$ cat config.mk
export PLATFORM = sky130hd
export DESIGN_NAME = spa_pe
export DESIGN_NICKNAME = d
export VERILOG_FILES = /design/src/rtl/core/spa_pkg.sv /design/src/rtl/core/spa_pe.sv
export SDC_FILE = /design/constraint.sdc
export NUM_CORES = 1
export LEC_CHECK = 0
export ABC_AREA = 1
export BUFFER_PORTS_ARGS = -buffer_cell sky130_fd_sc_hd__buf_2
export CELL_PAD_IN_SITES_DETAIL_PLACEMENT = 1
export CELL_PAD_IN_SITES_GLOBAL_PLACEMENT = 2
export CORE_AREA = 4 4 161 163
export DETAILED_ROUTE_END_ITERATION = 8
export DIE_AREA = 0 0 165 167
export PLACE_DENSITY_LB_ADDON = 0.1
export SETUP_SLACK_MARGIN = 0.15
export SYNTH_ARGS = -nofsm -noshare
export SYNTH_HDL_FRONTEND = slang
export SYNTH_SLANG_ARGS = --single-unit
$ cat constraint.sdc
create_clock -name vclk -period 4.5
set_input_delay 0.225 -clock vclk [all_inputs]
set_output_delay 0.225 -clock vclk [all_outputs]
set_load 0.02 [all_outputs]
$ cat src/rtl/core/spa_pkg.sv
`timescale 1ns / 1ps
`default_nettype none
package spa_pkg;

    localparam int PROFILE_MAX_DEF = 64;
    localparam int CODE_COUNT_DEF  = 8;

    localparam int SCORE_W   = 24;
    localparam int WORD_W    = 16;
    localparam int CFG_W     = 7;
    localparam int CFG_IDX_W = 1;
    localparam int CODE_W    = 3;
    localparam int ROW_W     = 4;
    localparam int COL_W     = 6;
    localparam int POS_W     = 6;

    localparam logic [CFG_W-1:0] LEN_RESET = 7'd64;
    localparam logic [CFG_W-1:0] GAP_RESET = 7'd0;

    localparam logic [CFG_IDX_W-1:0] REG_LENGTH = 1'b0;
    localparam logic [CFG_IDX_W-1:0] REG_GAPS   = 1'b1;

    localparam logic CMD_LOAD   = 1'b0;
    localparam logic CMD_SYMBOL = 1'b1;

    localparam logic signed [SCORE_W-1:0] SCORE_MAX = 24'sh7FFFFF;
    localparam logic signed [SCORE_W-1:0] SCORE_MIN = 24'sh800000;

    typedef enum logic [2:0] {
        ST_IDLE,
        ST_INIT,
        ST_FILL,
        ST_SCAN,
        ST_TB_ADDR,
        ST_TB_DATA
    } state_t;

    typedef enum logic [2:0] {
        OP_KEEP,
        OP_ZERO,
        OP_GAP,
        OP_DIAG,
        OP_BEST
    } op_t;

    typedef struct packed {
        op_t                        op;
        logic signed [SCORE_W-1:0]  head;
        logic signed [SCORE_W-1:0]  prev_new;
        logic signed [SCORE_W-1:0]  prev_old;
    } pe_ctrl_t;

    // Saturating add of a score word onto a running score.
    function automatic logic signed [SCORE_W-1:0] sat_add(
        input logic signed [SCORE_W-1:0] a,
        input logic signed [WORD_W-1:0]  b
    );
        logic signed [SCORE_W:0] sum;
        sum = {a[SCORE_W-1], a} + {{(SCORE_W+1-WORD_W){b[WORD_W-1]}}, b};
        if (sum[SCORE_W] != sum[SCORE_W-1])
            return sum[SCORE_W] ? SCORE_MIN : SCORE_MAX;
        return sum[SCORE_W-1:0];
    endfunction

endpackage
`default_nettype wire

$ cat src/rtl/core/spa_pe.sv
`timescale 1ns / 1ps
`default_nettype none
module spa_pe
    import spa_pkg::*;
(
    input  wire pe_ctrl_t                   ctrl,
    input  wire logic signed [WORD_W-1:0]   sym_word,
    input  wire logic signed [WORD_W-1:0]   gap_word,
    output logic signed      [SCORE_W-1:0]  new_score,
    output logic                            trace_bit
);

    logic signed [SCORE_W-1:0] diag;
    logic signed [SCORE_W-1:0] left;
    logic signed [SCORE_W-1:0] best;

    assign diag = sat_add(ctrl.prev_old, sym_word);
    assign left = sat_add(ctrl.prev_new, gap_word);
    assign best = (left > diag) ? left : diag;

    // gap wins only when the left cell beats the diagonal and the sum ties the best
    assign trace_bit = (ctrl.prev_new > ctrl.prev_old) && (left == best);

    always_comb
    begin
        case (ctrl.op)
            OP_KEEP: new_score = ctrl.head;
            OP_ZERO: new_score = '0;
            OP_GAP:  new_score = left;
            OP_DIAG: new_score = diag;
            OP_BEST: new_score = best;
            default: new_score = ctrl.head;
        endcase
    end

endmodule
`default_nettype wire

[Word-level counts from Yosys, hierarchy flattened]
Index checks and enable logic that the tools add are counted.
Storage, ports and cells
  bits in registers: 0
  bits of input ports: 107
  output and inout port bits: 25
  word-level logic and storage cells: 22
Cells by class
  add/subtract/negate cells: 2
  $lt $le $gt $ge: 2
  eq/ne operators: 7
  muxes and demuxes: 10
  reduce and logical (&&, ||, !) cells: 1
Operator list (number)
  two-way mux 24 bit: 7
  case mux 24 bit (4 select lines): 1
  adder 24 x 16 -> 25 bit: 2
  > comparator 24 bit: 2
  equality test 24 bit: 1
  equality test 3 x 2 -> 1 bit (second input constant): 2
  equality test 3 x 1 -> 1 bit (second input constant): 1
  equality test 3 bit (second input constant): 1
  two-way mux 1 bit: 2
  inequality test 1 bit: 2
  logical AND 1 bit: 1

[Longest topological paths before layout]
  depth in word-level cells: 8
  mapped depth: 41
  mapped depth without buffers: 38

[Least setup slack after synthesis]
OpenSTA, ideal clock, no wires.
  path type: input to output
  from: input port ctrl[0] (netlist bit)
  to: output port new_score[23]
  arrival: 4.664 ns
  required time: 4.275 ns
  slack: -0.389 ns
  cell stages on the path: 30
  path buffers: 4
  cell sequence: ha_1 fa_1 nand2_1 nand2_1 nand3_1 nand2_1 nand2_1 nand4_1 and2_1 ha_1 clkbuf_1 clkinv_1 clkbuf_1 nand3_1 nand2_1 ha_1 nand2_1 nor2_1 nand4_1 nor2_1 nand2_1 nand3_1 nand2_1 nand2_1 nand2_1 buf_2 buf_2 nand2_1 o21ai_0 o21ai_0
Between the ends
  longest elaborated chain between the ends: 7
  elaborated cells between the ends (all ways): 9
  those cells by class: add/sub: 1; order compare: 1; eq/ne: 1; mux: 6
RTL lines
  from (decl): RTL line spa_pe.sv:6  | input wire pe_ctrl_t ctrl,
  adder 24 x 16 -> 25 bit (*): RTL line spa_pkg.sv:59  | sum = {a[SCORE_W-1], a} + {{(SCORE_W+1-WORD_W){b[WORD_W-1]}}, b};
  two-way mux 24 bit or inequality test 1 bit (tied branches): RTL line spa_pkg.sv:61, spa_pkg.sv:60
  two-way mux 24 bit or two-way mux 1 bit (tied branches): RTL line spa_pkg.sv:60  | if (sum[SCORE_W] != sum[SCORE_W-1])
  two-way mux 24 bit (*): RTL line spa_pkg.sv:62  | return sum[SCORE_W-1:0];
  > comparator 24 bit: RTL line spa_pe.sv:19  | assign best = (left > diag) ? left : diag;
  two-way mux 24 bit: RTL line spa_pe.sv:19
  case mux 24 bit (4 select lines) (*): RTL line spa_pe.sv:26  | case (ctrl.op)
  to (decl): RTL line spa_pe.sv:9  | output logic signed [SCORE_W-1:0] new_score,
Every way passes the cells marked *; elsewhere a longest branch is shown, timed or not. The select of a mux whose other input is x is not followed.

[Worst setup path after layout]
  from: input port ctrl[0] (netlist bit)
  to: output port trace_bit
Between the ends
  longest elaborated chain between the ends: 8
  elaborated cells between the ends (all ways): 11
  those cells by class: add/sub: 1; order compare: 2; eq/ne: 2; mux: 5; reduce/logical: 1
RTL lines
  adder 24 x 16 -> 25 bit: RTL line spa_pkg.sv:59
  two-way mux 24 bit or inequality test 1 bit (tied branches): RTL line spa_pkg.sv:61, spa_pkg.sv:60
  two-way mux 24 bit or two-way mux 1 bit (tied branches): RTL line spa_pkg.sv:60
  two-way mux 24 bit: RTL line spa_pkg.sv:62
  > comparator 24 bit: RTL line spa_pe.sv:19
  two-way mux 24 bit: RTL line spa_pe.sv:19
  equality test 24 bit: RTL line spa_pe.sv:22  | assign trace_bit = (ctrl.prev_new > ctrl.prev_old) && (left == best);
  logical AND 1 bit (*): RTL line spa_pe.sv:22
  to (decl): RTL line spa_pe.sv:10  | output logic trace_bit
Marks and branches as above.

==> flow_summary_export.csv <==
group,metric,value,unit
global_route,grt_start_max_net_pins,25,
setup_path,max_stage_delay,370,ps
run,cap_violations,0,
die,ios,132,
drt,vias,9566,
finish,final_cells,2009,
die,die_x,165,µm
drt,drc,0,
yosys,synth_commonest_cells,"nand2_1, inv_1, nor2_1, ha_1, a21oi_1",
yosys,syn_inst,1213,
drt,drt_iter0_drc,351,
status,status,"finished, violations left",
setup_path,cp_data_arrival_time,4450,ps
timing,final-setup-viol-count,13,
finish,regArea,0,µm²
finish,drive_gt1_share,43.1,%
clock_tree,hold_buffers,0,
finish,nets,1894,
finish,nClkBuffers,0,
setup_path,critPathBufInv,7,
finish,antenna_cells,0,
timing,finalSetupTns,-877,ps
timing,worst_slack,-171,ps
timing,drv_slew,0,
die,dieArea,27600,µm²
timing,min_period,4670,ps
global_route,first_global_vias,10128,
pwr,irDropWorstVdd,0.245,mV
placed_design,dpl.cell_count,1967,
finish,flops_and_latches,0,
timing,slew_headroom,39.0,%
setup_path,end_kind,"output pin",
die,coreArea,24300,µm²
pwr,power_frac_clock,0,%
yosys,avgSynthCellArea,5.20,µm²
setup_path,critical-path-top-delay-family,"simple AND/OR/NAND/NOR gates",
yosys,synth.most_common_cell,"nand2_1",
pwr,powerDensity,346,nW/µm²
pwr,p_switching,0.00214,W
drt,via_per_inst,4.76,
hold_path,holdCritPathClass,"in2out",
die,start_util,25.9,%
pwr,p_leak,6.21,nW
timing,max_freq,214,MHz
pwr,internal_power,0.00181,W
drt,totalWireLength,34000,µm
yosys,syn_nets,1420,
yosys,synth_warnings,0,
setup_path,start_kind,"input pin",
timing,worst_slew_pin_slew,914,ps
placed_design,portBuffers,132,
die,fp.dieH,167,µm
pwr,p_seq_share,0,%
yosys,ys_types,39,
placed_design,dp_slack,-617,ps
drt,antenna_left,0,
yosys,yosysSeqAreaShare,0,%
placed_design,gp_congestion,0.908,
timing,hold_violations,0,
setup_path,cpMostUsedCell,"nand2_2",
yosys,synthesis.area,6310,µm²
setup_path,crit_type,"in2out",
setup_path,path_depth,35,
pwr,sw_frac_of_total,54.1,%
global_route,grt_pass1_wl,52400,µm
timing,period_share,104,%
pwr,comb_power_share,100.0,%
finish,fin_util,46.9,%
status,violations,"negative setup slack",
global_route,antenna_found_initial,0,
placed_design,dpl.hpwl,29100,µm
yosys,yosysTopAreaCellShare,25.2,%
global_route,grt-ovfl-total,0,
yosys,synth_area_leaders,"nand2_1, ha_1, inv_1",
global_route,grt_usage,23.7,%
die,row_count,57,
timing,rsz0062_at_grt,"true",
setup_path,crit_slowest_cell,"fa_2",
drt,drtPass1Iterations,4,
setup_path,cp_data_required_time,4280,ps
yosys,synth_area_leader_cell,"nand2_1",
hold_path,min_path_cells,4,
setup_path,crit_fanout,8,
finish,syn_to_final_growth,80.8,%
drt,routedWlPerCell,16.9,µm
## stage by stage
stage | area [µm²] | total power, W | hold WS [ps]
4_1_cts | 11000 | 0.00366 | 775
2_1_floorplan | 6350 | 0.00166 | 644
6_report | 11400 | 0.00395 | 750
5_1_grt | 11400 | 0.00430 | 790
3_5_place_dp | 9710 | 0.00309 | 775
3_3_place_gp | 9710 | 0.00303 | 773
## area by class of cell
class	instances	area, µm²
well taps	324	405
multi-input cells	1008	6650
fillers	3301	12900
inverters	180	693
repair inverters	2	12.5
repair buffers	495	3640
## path summary, 6_finish.rpt
| check | startpoint | endpoint | slack (ps) |
|---|---|---|---|
| max | ctrl[0] | trace_bit | -170 |
| min | ctrl[66] | new_score[18] | 750 |
## per-layer routing
layer | GRT usage (%) | up-vias | share of wire (%)
met1 | 31.2 | 4468 | 45
met5 | 0 | - | 0
met3 | 1.04 | 42 | 2.8
li1 | - | 4906 | -
met4 | 4.34 | 0 | 2.3
met2 | 42.9 | 150 | 49
## cell usage in the layout (no fill, tap or decap), drive strengths merged, types with 2 or more instances in the layout
master	count
ha	98
o21ai	49
and3	2
nand4	52
nor3	10
inv	180
nand2	447
a21oi	69
buf	495
a31oi	3
a21o	5
nor2	136
fa	2
and2	6
xor2	6
clkinv	2
nand3	67
nand3b	2
o21bai	8
or2	6
o2111ai	22
a211oi	2
xnor2	12
## repair_timing
action	4_1_cts	5_1_grt
resized for setup	215	97
setup endpoints to repair	25	25
buffers inserted	30	9
cloned	3	0
pin swaps	59	60
## power groups by stage
stage	Clock, W	Combinational, W	Sequential (W)
floorplan	0	0.00166	0
global placement	0	0.00303	0
detailed placement	0	0.00309	0
CTS	0	0.00366	0
global route	0	0.00430	0
finish	0	0.00395	0
## logic make-up (layout without fill, tap and decap cells)
| family | Yosys count | count (layout) | synth area share [%] |
|---|---|---|---|
| AND/OR/NAND/NOR | 729 | 729 | 49.3 |
| buffers and inverters | 205 | 677 | 13.0 |
| AO/OA/AOI/OAI | 161 | 161 | 15.1 |
| adder cells (fa/ha/maj) | 100 | 100 | 20.1 |
| XOR/XNOR | 18 | 18 | 2.50 |
Power figures use the tool's default switching activity.
