File: src/rtl/core/spa_pkg.sv
`timescale 1ns / 1ps
`default_nettype none
package spa_pkg;

    localparam int PROFILE_MAX_DEF = 64;
    localparam int CODE_COUNT_DEF  = 8;

    localparam int SCORE_W   = 24;
    localparam int WORD_W    = 16;
    localparam int CFG_W     = 7;
    localparam int CFG_IDX_W = 1;
    localparam int CODE_W    = 3;
    localparam int ROW_W     = 4;
    localparam int COL_W     = 6;
    localparam int POS_W     = 6;

    localparam logic [CFG_W-1:0] LEN_RESET = 7'd64;
    localparam logic [CFG_W-1:0] GAP_RESET = 7'd0;

    localparam logic [CFG_IDX_W-1:0] REG_LENGTH = 1'b0;
    localparam logic [CFG_IDX_W-1:0] REG_GAPS   = 1'b1;

    localparam logic CMD_LOAD   = 1'b0;
    localparam logic CMD_SYMBOL = 1'b1;

    localparam logic signed [SCORE_W-1:0] SCORE_MAX = 24'sh7FFFFF;
    localparam logic signed [SCORE_W-1:0] SCORE_MIN = 24'sh800000;

    typedef enum logic [2:0] {
        ST_IDLE,
        ST_INIT,
        ST_FILL,
        ST_SCAN,
        ST_TB_ADDR,
        ST_TB_DATA
    } state_t;

    typedef enum logic [2:0] {
        OP_KEEP,
        OP_ZERO,
        OP_GAP,
        OP_DIAG,
        OP_BEST
    } op_t;

    typedef struct packed {
        op_t                        op;
        logic signed [SCORE_W-1:0]  head;
        logic signed [SCORE_W-1:0]  prev_new;
        logic signed [SCORE_W-1:0]  prev_old;
    } pe_ctrl_t;

    // Saturating add of a score word onto a running score.
    function automatic logic signed [SCORE_W-1:0] sat_add(
        input logic signed [SCORE_W-1:0] a,
        input logic signed [WORD_W-1:0]  b
    );
        logic signed [SCORE_W:0] sum;
        sum = {a[SCORE_W-1], a} + {{(SCORE_W+1-WORD_W){b[WORD_W-1]}}, b};
        if (sum[SCORE_W] != sum[SCORE_W-1])
            return sum[SCORE_W] ? SCORE_MIN : SCORE_MAX;
        return sum[SCORE_W-1:0];
    endfunction

endpackage
`default_nettype wire

File: src/rtl/core/spa_cell.sv
`timescale 1ns / 1ps
`default_nettype none
module spa_cell
    import spa_pkg::*;
(
    input  wire logic                       clk,
    input  wire logic                       rst_n,
    input  wire logic                       shift,
    input  wire logic signed [SCORE_W-1:0]  d,
    output logic signed      [SCORE_W-1:0]  q
);

    logic signed [SCORE_W-1:0] score_reg;
    logic signed [SCORE_W-1:0] score_next;

    // take the neighbor's score while the ring turns, hold otherwise
    assign score_next = shift ? d : score_reg;
    assign q = score_reg;

    always_ff @(posedge clk or negedge rst_n)
    begin
        if (!rst_n)
        begin
            score_reg <= '0;
        end
        else
        begin
            score_reg <= score_next;
        end
    end

endmodule
`default_nettype wire

File: config.mk
export PLATFORM = sky130hd
export DESIGN_NAME = spa_cell
export DESIGN_NICKNAME = d
export VERILOG_FILES = /design/src/rtl/core/spa_pkg.sv /design/src/rtl/core/spa_cell.sv
export SDC_FILE = /design/constraint.sdc
export NUM_CORES = 1
export LEC_CHECK = 0
export BUFFER_PORTS_ARGS = -buffer_cell sky130_fd_sc_hd__buf_2
export CAP_MARGIN = 10
export CORE_ASPECT_RATIO = 1.2
export CORE_MARGIN = 5
export CORE_UTILIZATION = 40
export DETAILED_ROUTE_END_ITERATION = 16
export GPL_TIMING_DRIVEN = 0
export PLACE_DENSITY_LB_ADDON = 0.1
export SETUP_SLACK_MARGIN = 0.05
export SKIP_LAST_GASP = 1
export SLEW_MARGIN = 15
export SYNTH_ARGS = -nofsm -noshare
export SYNTH_HDL_FRONTEND = slang
export SYNTH_SLANG_ARGS = --single-unit
export TNS_END_PERCENT = 20
File: constraint.sdc
create_clock -name clk -period 1 [get_ports clk]
set_clock_uncertainty 0.2 [all_clocks]
set_input_delay 0.3 -clock clk [delete_from_list [all_inputs] [get_ports clk]]
set_output_delay 0.3 -clock clk [all_outputs]
set_load 0.01 [all_outputs]
* Word level (Yosys, flattened, before mapping)
Cells that the tools add are included.
W data, S select, Z words.
** Storage, ports and cells
- Bits of input ports :: 27
- Bits in registers :: 24
- Word-level logic and storage cells :: 1
- Output and inout bits :: 24

* Depth between registers and ports, before layout
Gate-level depths: netlist of the first run.
- Depth in word-level cells :: 0
- Mapped depth :: 3
- Depth with buffers taken out :: 1

* Least setup slack after synthesis of the first run
No wires, ideal clock.
- Kind :: input port to flip-flop
- From :: in shift
- To :: reg score_reg[10] (netlist: q[10])
- Stages :: 3
- Slack :: -164 ps
- Required time :: 675 ps
- Arrival time :: 839 ps
- Cells stage by stage :: buf_6 > buf_12 > mux2_4
** RTL lines
- from (decl) :: RTL line spa_cell.sv:8 : input wire logic shift,
- to (signal assigned) :: RTL line spa_cell.sv:28 : score_reg <= score_next;
- to (decl) :: RTL line spa_cell.sv:13 : logic signed [SCORE_W-1:0] score_reg;
No word-level cell between the ends.

* Worst setup path in the final report of the first run
- From :: reg score_reg[14] (netlist: q[14])
- To :: out q[14]
** RTL lines
- to (decl) :: RTL line spa_cell.sv:10 : output logic signed [SCORE_W-1:0] q
No word-level cell between the ends.

==> results of run 1 <==
-- through the flow --
stage | hold WS (ps) | std cells | worst slack (ps) | setup TNS [ps] | area, um2
2_1_floorplan | -195.6 | 51 | -158.2 | -3299 | 1006
3_3_place_gp | 99.85 | 131 | -178.9 | -3697 | 1290
3_5_place_dp | 104.2 | 131 | -188.3 | -3770 | 1290
4_1_cts | -237.8 | 141 | -365.0 | -8913 | 1365
5_1_grt | -211.8 | 144 | -400.1 | -10280 | 1394
6_report | -242.8 | 144 | -344.8 | -8715 | 1394
-- worst register-to-register path, cell delays in order, from the launching register on --
cell,delay (ps)
dfrtp_1,400
buf_4,130
buf_4,120
mux2_4,250
-- cells by family after synthesis --
logic type,after synthesis,synth area share
multiplexers,24,0.3463
flip-flops,24,0.6023
buffers and inverters,3,0.05144
-- layer usage --
metal / GRT usage / up-vias
met5: 0 / -
met2: 0.1938 / 36
met3: 0.04563 / 0
li1: - / 303
met4: 0.03647 / 0
met1: 0.1217 / 298
-- how the worst max path moves through the flow --
stage	start	to	slack [ps]	cells after the start
floorplan	shift	q[10]	-160	3
global placement	shift	q[10]	-180	3
detailed placement	shift	q[16]	-190	3
CTS	q[14]	q[14]	-360	1
global route	q[17]	q[17]	-400	1
finish	q[14]	q[14]	-340	1
-- area by class of cell --
type / count / area [um2]
plain buffers: 3 / 60.06
repair buffers: 59 / 326.6
fillers: 212 / 935.9
flip-flops and latches: 24 / 600.6
well taps: 31 / 38.79
multi-input cells: 24 / 345.3
clock buffers: 3 / 22.52
-- power groups by stage --
stage	logic, mW	registers, mW	clock network, mW
final	0.489	1.11	0.388
after global placement	0.428	1.13	0
after floorplan	0.195	1.18	0
after detailed placement	0.433	1.13	0
after global routing	0.527	1.13	0.452
after CTS	0.476	1.11	0.413
-- placed cells by master, fill, tap and decap left out, drive strengths merged --
master	n
dfrtp	24
clkbuf	3
mux2	24
buf	62
-- repair_timing --
item | in CTS | in global routing
gates resized for setup | 0 | 1
endpoints found under the hold margin | 24 | 24
setup buffers | 7 | 3
endpoints found under the setup margin | 45 | 48
==> results.cfg, run 1 <==
[clocking]
cts_tree = built
cts_made_buffers = 3
clockBufferDepth = 2
clkTransAtPathRegs_ps = 110
clkLatencyLatePin_ps = 290
htreeDepth = 1
clockRootBuffer = clkbuf_4
clock_sinks = 24

[grt]
grt_pass1_wl_um = 3229
grt_pass1_vias = 750
antenna_found_initial = 0
grt.total_usage = 0.1107
grt_max_degree = 25
grt_overflow = 0

[drt]
drc = 0
ant_nets = 0
met2WireLength_um = 903
first_pass_iters = 2
drt_wl_total_um = 1905
highest_layer = met3
wl_met3_um = 235
vias_per_cell = 4.424
routed_wire_length_per_instance_um = 13.23
vias = 637
drt-initial-drc-count = 5
wl_met1_um = 767

[synthesis]
avgSynthCellArea_um2 = 19.55
ys_warn_count = 0
seq_area_frac_synth = 0.6023
synthArstFlopShare = 1.000
synth.largest_area_cell = dfrtp_1
syn_area_um2 = 997.2
synth_edf_count = 0
synth_area_leaders = dfrtp_1, mux2_4, mux2_2
syn_nets = 78
synth_cell_types = 5
synth_ff_type = dfrtp_1
yosysMostFrequentCell = dfrtp_1
synth_top_area_share = 0.6023
synthCells = 51
ys_top_cells_by_count = dfrtp_1, mux2_4, mux2_2, buf_12, buf_6
ys_ff_latch = 24

[layout]
final_nets = 142
drive_gt1_frac = 0.7876
largest_register_ffs = 24
synthToLayoutAreaGrowth_pct = 39.77
n_antenna_cell = 0
utilization = 0.5983

[timing]
slew_headroom = 0.6609
finalWorstSetupSlack_ps = -344.8
whs_ps = -242.8
fin_crit_sh = 1.345
setup_viol_count_final = 33
worstMarginPinSlew_ps = 508.7
grt_setup_unrepaired = yes
hold_viol = 24
slew_violations = 0
min_period_ps = 1345
clock.fmax_mhz = 743.6

[setup_path]
r2r_end = q[15]
cp_data_required_time_ps = 500
worst-path-buf-inv = 1
cp_max_fo = 2
crit_chain = buf_2
r2r-start = q[15]
start_kind = register
r2r_cells = 3
crit_arrival_ps = 840
crit_type = register to output port
end_kind = output port
slowest_stage = dfrtp_1
reg2reg_slack_ps = -200
cpPeakStageDelay_ps = 410
path_delay_family = flip-flops

[floorplan]
ioPinCount = 51
start_util = 0.4280
die_w_um = 55.58
core_um2 = 2330
die_area_um2 = 3596
core.rowCount = 19
die_h_um = 64.70

[power_and_ir_drop]
p_per_area_nw_per_um2 = 1428
switching_power_uw = 477.3
intPower_mw = 1.514
seqPwrFrac = 0.560
swShare = 0.2397
peakVddDrop_mv = 0.8273
power_mw = 1.991
power_frac_comb = 0.246
p_leak_nw = 0.7462
clkPwrFrac = 0.195

[placed_design]
numPortBuffers = 49
gp_congestion = 0.7032

[hold_path]
hold_path.class = primary input to asynchronous set/reset pin

[outcome]
violations = hold timing, setup timing
outcome = finished, violations left

[flow_run]
drv_cap = 0
Note: power is estimated with default switching activity, not from simulation.
==> run 2: changes to the inputs <==
--- a/config.mk
+++ b/config.mk
@@ -5,12 +5,12 @@
 export SDC_FILE = /design/constraint.sdc
 export NUM_CORES = 1
 export LEC_CHECK = 0
-export BUFFER_PORTS_ARGS = -buffer_cell sky130_fd_sc_hd__buf_2
 export CAP_MARGIN = 10
 export CORE_ASPECT_RATIO = 1.2
 export CORE_MARGIN = 5
 export CORE_UTILIZATION = 40
 export DETAILED_ROUTE_END_ITERATION = 16
+export DONT_BUFFER_PORTS = 1
 export GPL_TIMING_DRIVEN = 0
 export PLACE_DENSITY_LB_ADDON = 0.1
 export SETUP_SLACK_MARGIN = 0.05
==> run 2 against run 1 <==
Compared with the run above:
- worst setup slack gained 100 ps
- the run still ends with hold timing, setup timing left
- wire length shrank 12%
- hold slack lost 270 ps
- core utilization down 14 points
- via count decreased by 34%
==> results.cfg, run 2 (same netlist as run 1, synthesis figures left out) <==
[outcome]
outcome = finished, violations left
violations = hold timing, setup timing

[timing]
hold_viol = 48
grt_setup_unrepaired = yes
setup_viol_count_final = 47
clock.fmax_mhz = 805.3
min_period_ps = 1242
slew_violations = 0
fin_crit_sh = 1.242
whs_ps = -517.5
slew_headroom = 0.8880
worstMarginPinSlew_ps = 167.9
finalWorstSetupSlack_ps = -241.8
finalSetupTns_ps = -5951

[placed_design]
numPortBuffers = 0
pre_cts_ws_ps = -181.7
gp_congestion = 0.6964

[floorplan]
start_util = 0.4280
die_h_um = 64.70
core.rowCount = 19
core_um2 = 2330
die_area_um2 = 3596
die_w_um = 55.58
ioPinCount = 51

[setup_path]
start_kind = register
r2r_end = q[14]
r2r-start = q[14]
crit_type = register to output port
cp_max_fo = 2
r2r_cells = 1
end_kind = output port
reg2reg_slack_ps = -30
cp_data_required_time_ps = 500
crit_arrival_ps = 740

[drt]
ant_nets = 0
vias = 421
first_pass_iters = 2
drt-initial-drc-count = 2
drc = 0
vias_per_cell = 4.953
routed_wire_length_per_instance_um = 19.74
drt_wl_total_um = 1678

[grt]
antenna_found_initial = 0
grt_max_degree = 25
grt_pass1_vias = 493
grt.total_usage = 0.09451
grt_pass1_wl_um = 2608
grt_overflow = 0

[power_and_ir_drop]
p_per_area_nw_per_um2 = 1666
p_leak_nw = 0.5026
peakVddDrop_mv = 0.7617
power_mw = 1.778

[clocking]
clock_sinks = 24
clkTransAtPathRegs_ps = 110
clkLatencyLatePin_ps = 290
cts_setup_buffers = 0
cts_made_buffers = 3
clockRootBuffer = clkbuf_4
clockBufferDepth = 2
htreeDepth = 1
cts_tree = built

[layout]
n_antenna_cell = 0
final_nets = 83
largest_register_ffs = 24
final_common_cell = dfrtp_1
final_cell_mix = dfrtp_1, mux2_4, mux2_2
drive_gt1_frac = 0.5556
synthToLayoutAreaGrowth_pct = 7.026

[flow_run]
drv_cap = 0

[hold_path]
hold_path.class = primary input to asynchronous set/reset pin
==> run 2: repair_timing <==
item                                    in CTS  in global routing
gates cloned                                 0                  0
resized for setup                            0                  0
endpoints found under the setup margin      48                 48
hold endpoints to repair                    48                 48
==> run 2: per-stage QoR <==
stage               instances  cell area, um2    util
floorplan                  51            1006       -
global placement           82            1045  0.4484
detailed placement         82            1045  0.4484
CTS                        85            1067  0.4581
global route               85            1067  0.4581
finish                     85            1067  0.4581
==> run 2: final cells by class <==
class / count / area [um2]
sequential: 24 / 600.6
fill: 220 / 1262
clock buffer: 3 / 22.52
multi-input combinational: 24 / 345.3
buffer: 3 / 60.06
tap: 31 / 38.79
==> run 2: how the worst max path moves through the flow <==
stage,endpoint,depth (start not counted),from
finish,q[12],0,q[12]
global placement,q[12],3,shift
detailed placement,q[9],3,shift
CTS,q[14],0,q[14]
global route,q[9],0,q[9]
floorplan,q[10],3,shift
==> run 2: power breakdown <==
| group | internal (mW) | switching [mW] |
|---|---|---|
| clock network | 0.140 | 0.241 |
| logic | 0.157 | 0.0511 |
| registers | 1.07 | 0.121 |
| total | 1.36 | 0.413 |
==> run 2: metal layers <==
layer | up-vias | GRT usage | share of wire
met5 | - | 0 | 0
met4 | 0 | 0.04559 | 0
met3 | 0 | 0.05754 | 0.15
met2 | 40 | 0.1376 | 0.46
met1 | 199 | 0.1100 | 0.39
li1 | 182 | - | -
