## config.mk

```make
export PLATFORM = sky130hd
export DESIGN_NAME = spa_ram
export DESIGN_NICKNAME = d
export VERILOG_FILES = /design/src/rtl/core/spa_ram.sv
export SDC_FILE = /design/constraint.sdc
export NUM_CORES = 1
export LEC_CHECK = 0
export BUFFER_PORTS_ARGS = -buffer_cell sky130_fd_sc_hd__buf_2
export CAP_MARGIN = 20
export CELL_PAD_IN_SITES_DETAIL_PLACEMENT = 0
export CELL_PAD_IN_SITES_GLOBAL_PLACEMENT = 1
export CORE_MARGIN = 2
export CORE_UTILIZATION = 56
export DETAILED_ROUTE_END_ITERATION = 6
export GPL_TIMING_DRIVEN = 0
export PLACE_DENSITY = 0.89
export SLEW_MARGIN = 30
export SYNTH_ARGS = -nofsm -noshare
export SYNTH_HDL_FRONTEND = slang
export SYNTH_SLANG_ARGS = --single-unit
```

## constraint.sdc

```tcl
create_clock -name clk -period 2.81 [get_ports clk]
set_input_delay 0.281 -clock clk [delete_from_list [all_inputs] [get_ports clk]]
set_output_delay 0.281 -clock clk [all_outputs]
set_load 0.01 [all_outputs]
```

## src/rtl/core/spa_ram.sv

```systemverilog
`timescale 1ns / 1ps
`default_nettype none
module spa_ram #(
    parameter int WIDTH = 16,
    parameter int DEPTH = 64
) (
    input  wire logic                     clk,
    input  wire logic                     we,
    input  wire logic [$clog2(DEPTH)-1:0] waddr,
    input  wire logic [WIDTH-1:0]         wdata,
    input  wire logic [$clog2(DEPTH)-1:0] raddr,
    output logic      [WIDTH-1:0]         rdata
);

    logic [WIDTH-1:0] mem [DEPTH];

    always_ff @(posedge clk)
    begin
        if (we)
        begin
            mem[waddr] <= wdata;
        end
        rdata <= mem[raddr];
    end

endmodule
`default_nettype wire

```

# Word level (Yosys, flattened, before mapping)
# Memories as Yosys holds them, arrays and structs flattened. A register that Yosys moved wholly into a read port is not among the register bits.
# Index checks and enable logic that the tools add are counted.
[op_classes]
addsub = 0
multipliers = 0
div = 0
order_cmp = 0
n_eq_ne = 0
shift = 0
mux = 2
bitwise = 0
reduce_logical = 0
[ops]
columns = ["cell", "n"]
rows = [
  ["two-way mux 1 bit", 2],
]
[totals]
regBits = 0
latchBits = 0
ram_bits = 1024
rom_bits = 0
inputBits = 30
output_inout_bits = 16
wordCells = 3
memories = 1
[memory_table]
columns = ["memory", "words", "width", "rd", "rd_clocked_by_memory_dff", "wr", "line_no", "rtl"]
rows = [
  ["mem", 64, 16, 1, 1, 1, "15", "logic [WIDTH-1:0] mem [DEPTH];"],
]

# Longest topological paths before layout
# Gate-level depths: netlist of run 1.
[logic_depth]
depth_word = 2
depth_mapped = 10
mapped_depth_nobuf = 5

# Worst setup path before layout of run 1
# Ideal clock, no wire load.
[synth_path]
kind = "in2reg"
start = "input waddr[3]"
end = "memory mem[48][0], enable pin"
setup_time_ps = 409
arrival_ps = 1907
required_ps = 2401
slack_ps = 494
cell_stages = 4
path_buffers = 1
cell_sequence = "clkbuf_1 nor2b_1 nand4b_1 nor3_1"
[synth_lines]
columns = ["item", "line_no", "rtl"]
rows = [
  ["from (decl)", "9", "input wire logic [$clog2(DEPTH)-1:0] waddr,"],
  ["to (decl)", "15", ""],
]
# No word-level cell before the write port.

==> results of run 1 <==
layout make-up:
| type | instances | area, µm² | share of cell area |
|---|---|---|---|
| Tap cell | 950 | 1190 | 0.0262 |
| Clock buffer | 131 | 2660 | 0.0586 |
| Sequential cell | 1040 | 31100 | 0.685 |
| Timing Repair Buffer | 95 | 898 | 0.0198 |
| Buffer | 104 | 733 | 0.0162 |
| Multi-Input combinational cell | 685 | 8440 | 0.186 |
| Clock inverter | 43 | 363 | 0.00800 |
synthesized netlist by cell type (3+ instances only):
library cell | n | share of area
a41oi_1 | 5 | 0.0011
buf_4 | 13 | 0.0024
nor2b_1 | 30 | 0.0047
a22oi_1 | 39 | 0.0073
nor4_2 | 3 | 0.00094
edfxtp_1 | 1024 | 0.77
nand4_1 | 12 | 0.0019
and4_1 | 5 | 0.0011
buf_1 | 3 | 0.00028
a211oi_1 | 8 | 0.0015
mux2i_1 | 85 | 0.021
o21ai_1 | 3 | 0.00037
mux4_1 | 4 | 0.0026
buf_12 | 5 | 0.0025
a311oi_1 | 8 | 0.0017
a211o_1 | 8 | 0.0017
a221oi_1 | 16 | 0.0035
buf_6 | 17 | 0.0048
a31oi_1 | 8 | 0.0012
a22o_1 | 6 | 0.0013
dfxtp_1 | 16 | 0.0080
nand2b_1 | 3 | 0.00047
nor2_1 | 72 | 0.0067
mux2_2 | 27 | 0.0076
nand3_1 | 24 | 0.0030
o21ai_0 | 5 | 0.00062
buf_8 | 3 | 0.0011
mux4_2 | 220 | 0.12
nand2_1 | 59 | 0.0055
a221o_1 | 6 | 0.0015
clkbuf_1 | 24 | 0.0022
a21oi_1 | 17 | 0.0021
buf_2 | 36 | 0.0045
power groups by stage:
stage          Sequential (W)  Combinational, W  Clock (W)
2_1_floorplan          0.0175          0.000889          0
3_3_place_gp           0.0175           0.00162          0
3_5_place_dp           0.0175           0.00170          0
4_1_cts                0.0172           0.00172     0.0127
5_1_grt                0.0172           0.00180     0.0132
6_report               0.0172           0.00174     0.0126
per-layer routing:
layer	track usage	up-vias	wire [µm]
li1	-	8073	-
met1	0.363	10500	34900
met2	0.436	1387	48000
met3	0.0652	251	11300
met4	0.132	12	5200
met5	0	-	77
stage by stage:
| step | util | area [µm²] | instances |
|---|---|---|---|
| after floorplan | - | 40000 | 1829 |
| after global placement | 0.582 | 41400 | 2817 |
| after detailed placement | 0.595 | 42300 | 2874 |
| after CTS | 0.637 | 45300 | 3048 |
| after global routing | 0.638 | 45400 | 3048 |
| final | 0.638 | 45400 | 3048 |
layout by cell type (no fill, tap or decap), types with 24 or more instances in the layout:
cell type     n
mux4_2      220
mux2_2       27
buf_6        59
edfxtp_1   1024
clkbuf_16   100
clkbuf_1     51
buf_4        33
a22oi_1      39
mux2i_1      85
nor2_2       57
nor2b_1      30
nand2_1      59
buf_2        58
nand3_1      24
final timing paths:
check | depth (start not counted) | startpoint | endpoint | slack [ns]
worst max-delay path | 8 | raddr[2] | rdata[3]$_DFF_P_ | 0.21
worst min-delay path | 1 | wdata[7] | mem[39][7]$_DFFE_PP_ | 0.19
worst max register to register | 5 | mem[23][3]$_DFFE_PP_ | rdata[3]$_DFF_P_ | 0.39
worst min register to register | 5 | mem[62][10]$_DFFE_PP_ | rdata[10]$_DFF_P_ | 0.93
critical path, cell delays in order:
cell and delay (ns):
buf_2 0.29, buf_2 0.37, buf_2 0.47, buf_2 0.38
mux2i_1 0.36, nand3_1 0.14, a31oi_1 0.53, a311oi_1 0.23
flip-flops by register name, summed over array words and instances, names as in the netlist:
name / cells
mem: 1024
rdata: 16
kinds of logic after synthesis:
kind of cell / count (synthesis) / synth area share
AOI/OAI and AO/OA: 129 / 0.0241
and+or+nand+nor: 220 / 0.0265
DFF: 1040 / 0.776
buffers and inverters: 104 / 0.0183
muxes: 336 / 0.155
==> implementation parameters, run 1 <==
Parameter                              Value

Global routing
  All-Layer GR Usage    0.275
  Number of antenna violations at the first check in global routing    10
  Via count of the first global-routing pass    20,400
  First-pass GRT wire length    143 mm
  Remaining global-route overflow    0
  Largest net degree at the start of global routing    65

Pwr
  Leakage power of the design    about 14 nW
  Psw    roughly 0.0067 W
  Internal power    0.0249 W
  Comb power frac    0.055
  Post-route total power    0.0316 W
  Flop pwr share    0.545
  Maximum vdd ir drop    ~0.00054 V
  Switching share of power    0.212
  PwrDens    696 mW/mm²
  Power share of the clock group    0.400

Placement
  Global placement routability congestion    0.944
  Count of input and output buffers    38
  DPL Wire Length    63.9 mm
  Setup slack after placement    -0.237 ns

STA
  Final Slew Violations    0
  Worst Tran Pin Value    1.02 ns
  Final setup violation count    0
  Final critical-path share of the clock period    0.924
  Worst Hold Margin    roughly 0.19 ns
  Final hold vios    0
  Final critical path time including I/O delays and setup    2.60 ns
  Timing-limited maximum frequency    385 MHz
  Remaining max-slew budget at the tightest pin    0.320
  Worst Setup Slack, final    0.213 ns
  Unrepaired setup endpoints after global routing    no
  Setup Skew    0.0272 ns
  Total Neg Setup Slack    0 ns

Critical path
  Endpoint type of the worst setup path    flip-flop
  CP required    between 3 and 4 ns
  Critical Path Fanout Max    10
  Worst setup SP type    input pin
  Critical path class    in -> reg
  Arrival time at the worst endpoint    3.07 ns

Run
  Max-capacitance violation count    0

Clocking
  TritonCTS clock tree    yes
  Clock slew at reported path FFs    0.06 ns
  Inserted Clock Buffers    98
  CTS HTree Levels    3
  Root cell of the clock tree    clkbuf_16
  Post-CTS Repair Setup Buffers    0
  Latest clock arrival within the worst-skew pair    0.69 ns
  Clk sinks    1,040
  Gates resized, CTS repair    0
  Buffers from clock root to sink, at most    3
  Number of buffers inserted for hold repair after clock tree synthesis    0

Synthesis
  Warning count from the yosys run    0
  Syn_nets    1,859
  Mean post-synth cell area    21.9 µm²
  Number of enable-type register cells in the synthesized netlist    1,024
  Portion of the post-synthesis area used by sequential elements    0.776
  Number of storage elements in the synthesis netlist    1,040
  Gate count after technology mapping    between 1,500 and 2,000
  Post-synth ARST share    0
  Post-Synthesis Cell Area    around 0.04 mm²
  Most common flop cell mapped by yosys    edfxtp_1
  Distinct cells, synth    43

Route
  Number of design rule violations left after detail routing    0
  Sum of routed wire length over all layers    99.5 mm
  Drt first-iter violations    3,162
  Count of vias placed by the detailed router    20,200
  Average vias per placed instance    6.64
  Number of iterations in the first detailed-routing pass    6
  Antenna viol nets, final    0
  Average detailed-routed wire length per instance    32.6 µm

Final layout
  Final net count    2,054
  Area growth, synth to finish    13.3%
  Total of fill cells in the finished design    4,564
  Ratio of cells with drive above 1 in the final layout    0.297
  Antenna fix cells    0

Floorplanning
  Starting density of the core    0.563
  Die boundary width    271 µm
  Rows    98
  Num ports    46
  Height of the die    271 µm
  Area of the core    0.0711 mm²
  Die ar.    0.0737 mm²

Outcome
  Status    finished, final reports clean

Hold path
  Class of the worst hold path    in -> reg
Power figures use the tool's default switching activity.
==> inputs of run 2 (changes only) <==
- ABC_AREA: not set -> 1
- CORE_MARGIN: 2 -> 5
- CORE_UTILIZATION: 56 -> 25
- PLACE_DENSITY: 0.89 -> 0.54
==> implementation parameters, run 2 <==
Parameter                              Value

Synthesis
  Syn_nets    3,547
  Mean post-synth cell area    around 12 µm²
  Synth area leaders    edfxtp_1 (73%), nand2_1 (12%), nand3_1 (10%)
  Synth top area share    0.730
  Distinct cells, synth    16
  Cell type with the highest aggregate area in the netlist    edfxtp_1
  Post-Synthesis Cell Area    0.0421 mm²
  Gate count after technology mapping    between 3,000 and 4,000
  Number of storage elements in the synthesis netlist    1,040
  Post-synth ARST share    0
  Most common flop cell mapped by yosys    edfxtp_1
  Number of enable-type register cells in the synthesized netlist    just over 1,000
  Most frequent cell after synthesis    nand2_1
  Portion of the post-synthesis area used by sequential elements    0.738
  Warning count from the yosys run    0
  Ranking of synthesized cells by instance count    nand2_1 (1,296), edfxtp_1 (1,024), nand3_1 (871), buf_2 (113), nor2_1 (56)

Hold path
  Number of cells on the worst hold path    1
  Worst-case hold path end point    mem[62][13]$_DFFE_PP_
  Class of the worst hold path    in -> reg
  Worst hold path startpoint    wdata[13]

STA
  Setup Skew    0.0333 ns
  Final critical path time including I/O delays and setup    around 2.5 ns
  Final critical-path share of the clock period    0.893
  Final hold vios    0
  Worst Hold Margin    0.0441 ns
  Worst Setup Slack, final    0.300 ns
  Unrepaired setup endpoints after global routing    no
  Timing-limited maximum frequency    398 MHz
  Remaining max-slew budget at the tightest pin    0.257
  Final Slew Violations    0
  Final setup violation count    0
  Worst Tran Pin Value    1.11 ns

Pwr
  PwrDens    676 mW/mm²
  Leakage power of the design    approximately 18 nW
  Maximum vdd ir drop    ~0.00046 V

Final layout
  Final cell utilization of the core    0.303
  Area growth, synth to finish    20.5%
  Sequential cell area in the final layout    0.0311 mm²
  Final instance area    0.0507 mm²
  Ratio of cells with drive above 1 in the final layout    0.135
  Total of fill cells in the finished design    about 17,000
  Multi-input gate area in the final layout    0.00999 mm²
  Most used cells in the layout excluding fill and tap cells    nand2_1 (1,296), edfxtp_1 (1,024), nand3_1 (871)
  Biggest registers after layout    mem (1024), rdata (16)
  Final Non-Filler Cells    6,086
  Most common cell after layout, fill and taps aside    nand2_1
  Largest register by flop count    mem
  Flip-flop count of the largest register after layout    1,024
  Final net count    3,804

Floorplanning
  Rows    150
  Die ar.    0.177 mm²
  Height of the die    420 µm
  Starting density of the core    0.252
  Die boundary width    420 µm
  Num ports    46
  Area of the core    0.167 mm²

Critical path
  Endpoint type of the worst setup path    flip-flop
  Critical Path Fanout Max    10
  Critical path class    in -> reg
  Arrival time at the worst endpoint    approximately 3.1 ns
  Worst reg2reg startpoint    mem[5][8]$_DFFE_PP_
  Worst reg-to-reg path cell count    8
  CP required    between 3 and 4 ns
  Worst setup slack for register-to-register paths    0.99 ns
  Critical register-to-register path endpoint    rdata[8]$_DFF_P_
  Worst setup SP type    input pin

Placement
  Total instance count after detailed placement    5,848
  DPL Wire Length    109 mm
  Count of input and output buffers    37
  Instance area at placement    0.0470 mm²
  Global placement routability congestion    0.877
  Setup slack after placement    -0.386 ns

Clocking
  Clock slew at reported path FFs    0.06 ns
  CTS HTree Levels    3
  Root cell of the clock tree    clkbuf_16
  Post-CTS Repair Setup Buffers    0
  Inserted Clock Buffers    114
  Clk sinks    around 1,000
  Buffers from clock root to sink, at most    3
  TritonCTS clock tree    yes
  Latest clock arrival within the worst-skew pair    0.75 ns

Route
  Average detailed-routed wire length per instance    25.4 µm
  Average vias per placed instance    4.67
  Antenna viol nets, final    0
  Sum of routed wire length over all layers    155 mm
  Number of iterations in the first detailed-routing pass    5
  Number of design rule violations left after detail routing    0
  Count of vias placed by the detailed router    28,400
  Drt first-iter violations    2,865

Global routing
  Largest net degree at the start of global routing    53
  Number of antenna violations at the first check in global routing    19
  All-Layer GR Usage    0.172
  Via count of the first global-routing pass    26,700
  First-pass GRT wire length    about 210 mm
  Remaining global-route overflow    0

Outcome
  Status    finished, final reports clean

Run
  Max-capacitance violation count    0
-- run 2: logic make-up (layout without fill, tap and decap cells) --
| family | after synthesis | after routing | share of synthesized area |
|---|---|---|---|
| buffers and inverters | 237 | 591 | 0.0354 |
| other | 0 | 11 | 0 |
| flip-flops | 1040 | 1040 | 0.738 |
| AND/OR/NAND/NOR | 2240 | 2240 | 0.227 |
-- run 2: worst max-delay path by stage --
| stage | start | to | slack [ns] | cells after the start |
|---|---|---|---|---|
| 2_1_floorplan | we | mem[48][0]$_DFFE_PP_ | -0.03 | 3 |
| 3_3_place_gp | we | mem[54][15]$_DFFE_PP_ | -3.04 | 3 |
| 3_5_place_dp | raddr[2] | rdata[8]$_DFF_P_ | -0.39 | 9 |
| 4_1_cts | raddr[2] | rdata[8]$_DFF_P_ | 0.41 | 9 |
| 5_1_grt | raddr[2] | rdata[8]$_DFF_P_ | 0.41 | 9 |
| 6_report | raddr[2] | rdata[8]$_DFF_P_ | 0.30 | 9 |
-- run 2: worst max-delay path, stage by stage --
cell and delay (ns):
buf_2 0.13, buf_2 0.60, buf_1 0.81, nand3_1 0.26, nand2_1 0.13, nand2_1 0.14, nand3_1 0.22, nand3_1 0.23
nand2_1 0.30
-- run 2: what timing repair did --
| action | 4_1_cts | 5_1_grt |
|---|---|---|
| gates resized for setup | 0 | 0 |
| hold endpoints to repair | 243 | 0 |
| hold buffers | 14 | 0 |
| endpoints found under the setup margin | 0 | 0 |
-- run 2: per-layer routing --
metal / part of all wire / global-route usage
met5: 0.00017 / 0
met3: 0.055 / 0.0226
met1: 0.44 / 0.233
met4: 0.039 / 0.0668
met2: 0.47 / 0.282
-- run 2: through the flow --
step,TNS [ns],power [W]
after floorplan,-3.21,0.0187
after global placement,-763.38,0.0200
after detailed placement,-5.86,0.0201
after CTS,0,0.0346
after global routing,0,0.0353
final,0,0.0343
-- run 2: power by group --
part	internal [W]	leakage, nW	switching, W
clock network	0.00827	1.72	0.00620
registers	0.0172	9.35	0.0000299
logic	0.000646	6.92	0.00197
-- run 2: layout make-up --
class / count / area share
plain buffers: 225 / 0.0283
diodes: 11 / 0.000542
clock buffers: 157 / 0.0600
repair buffers: 141 / 0.0367
clock inverters: 56 / 0.00981
inverters: 12 / 0.00104
well taps: 2204 / 0.0543
multi-input cells: 2240 / 0.197
flip-flops and latches: 1040 / 0.612
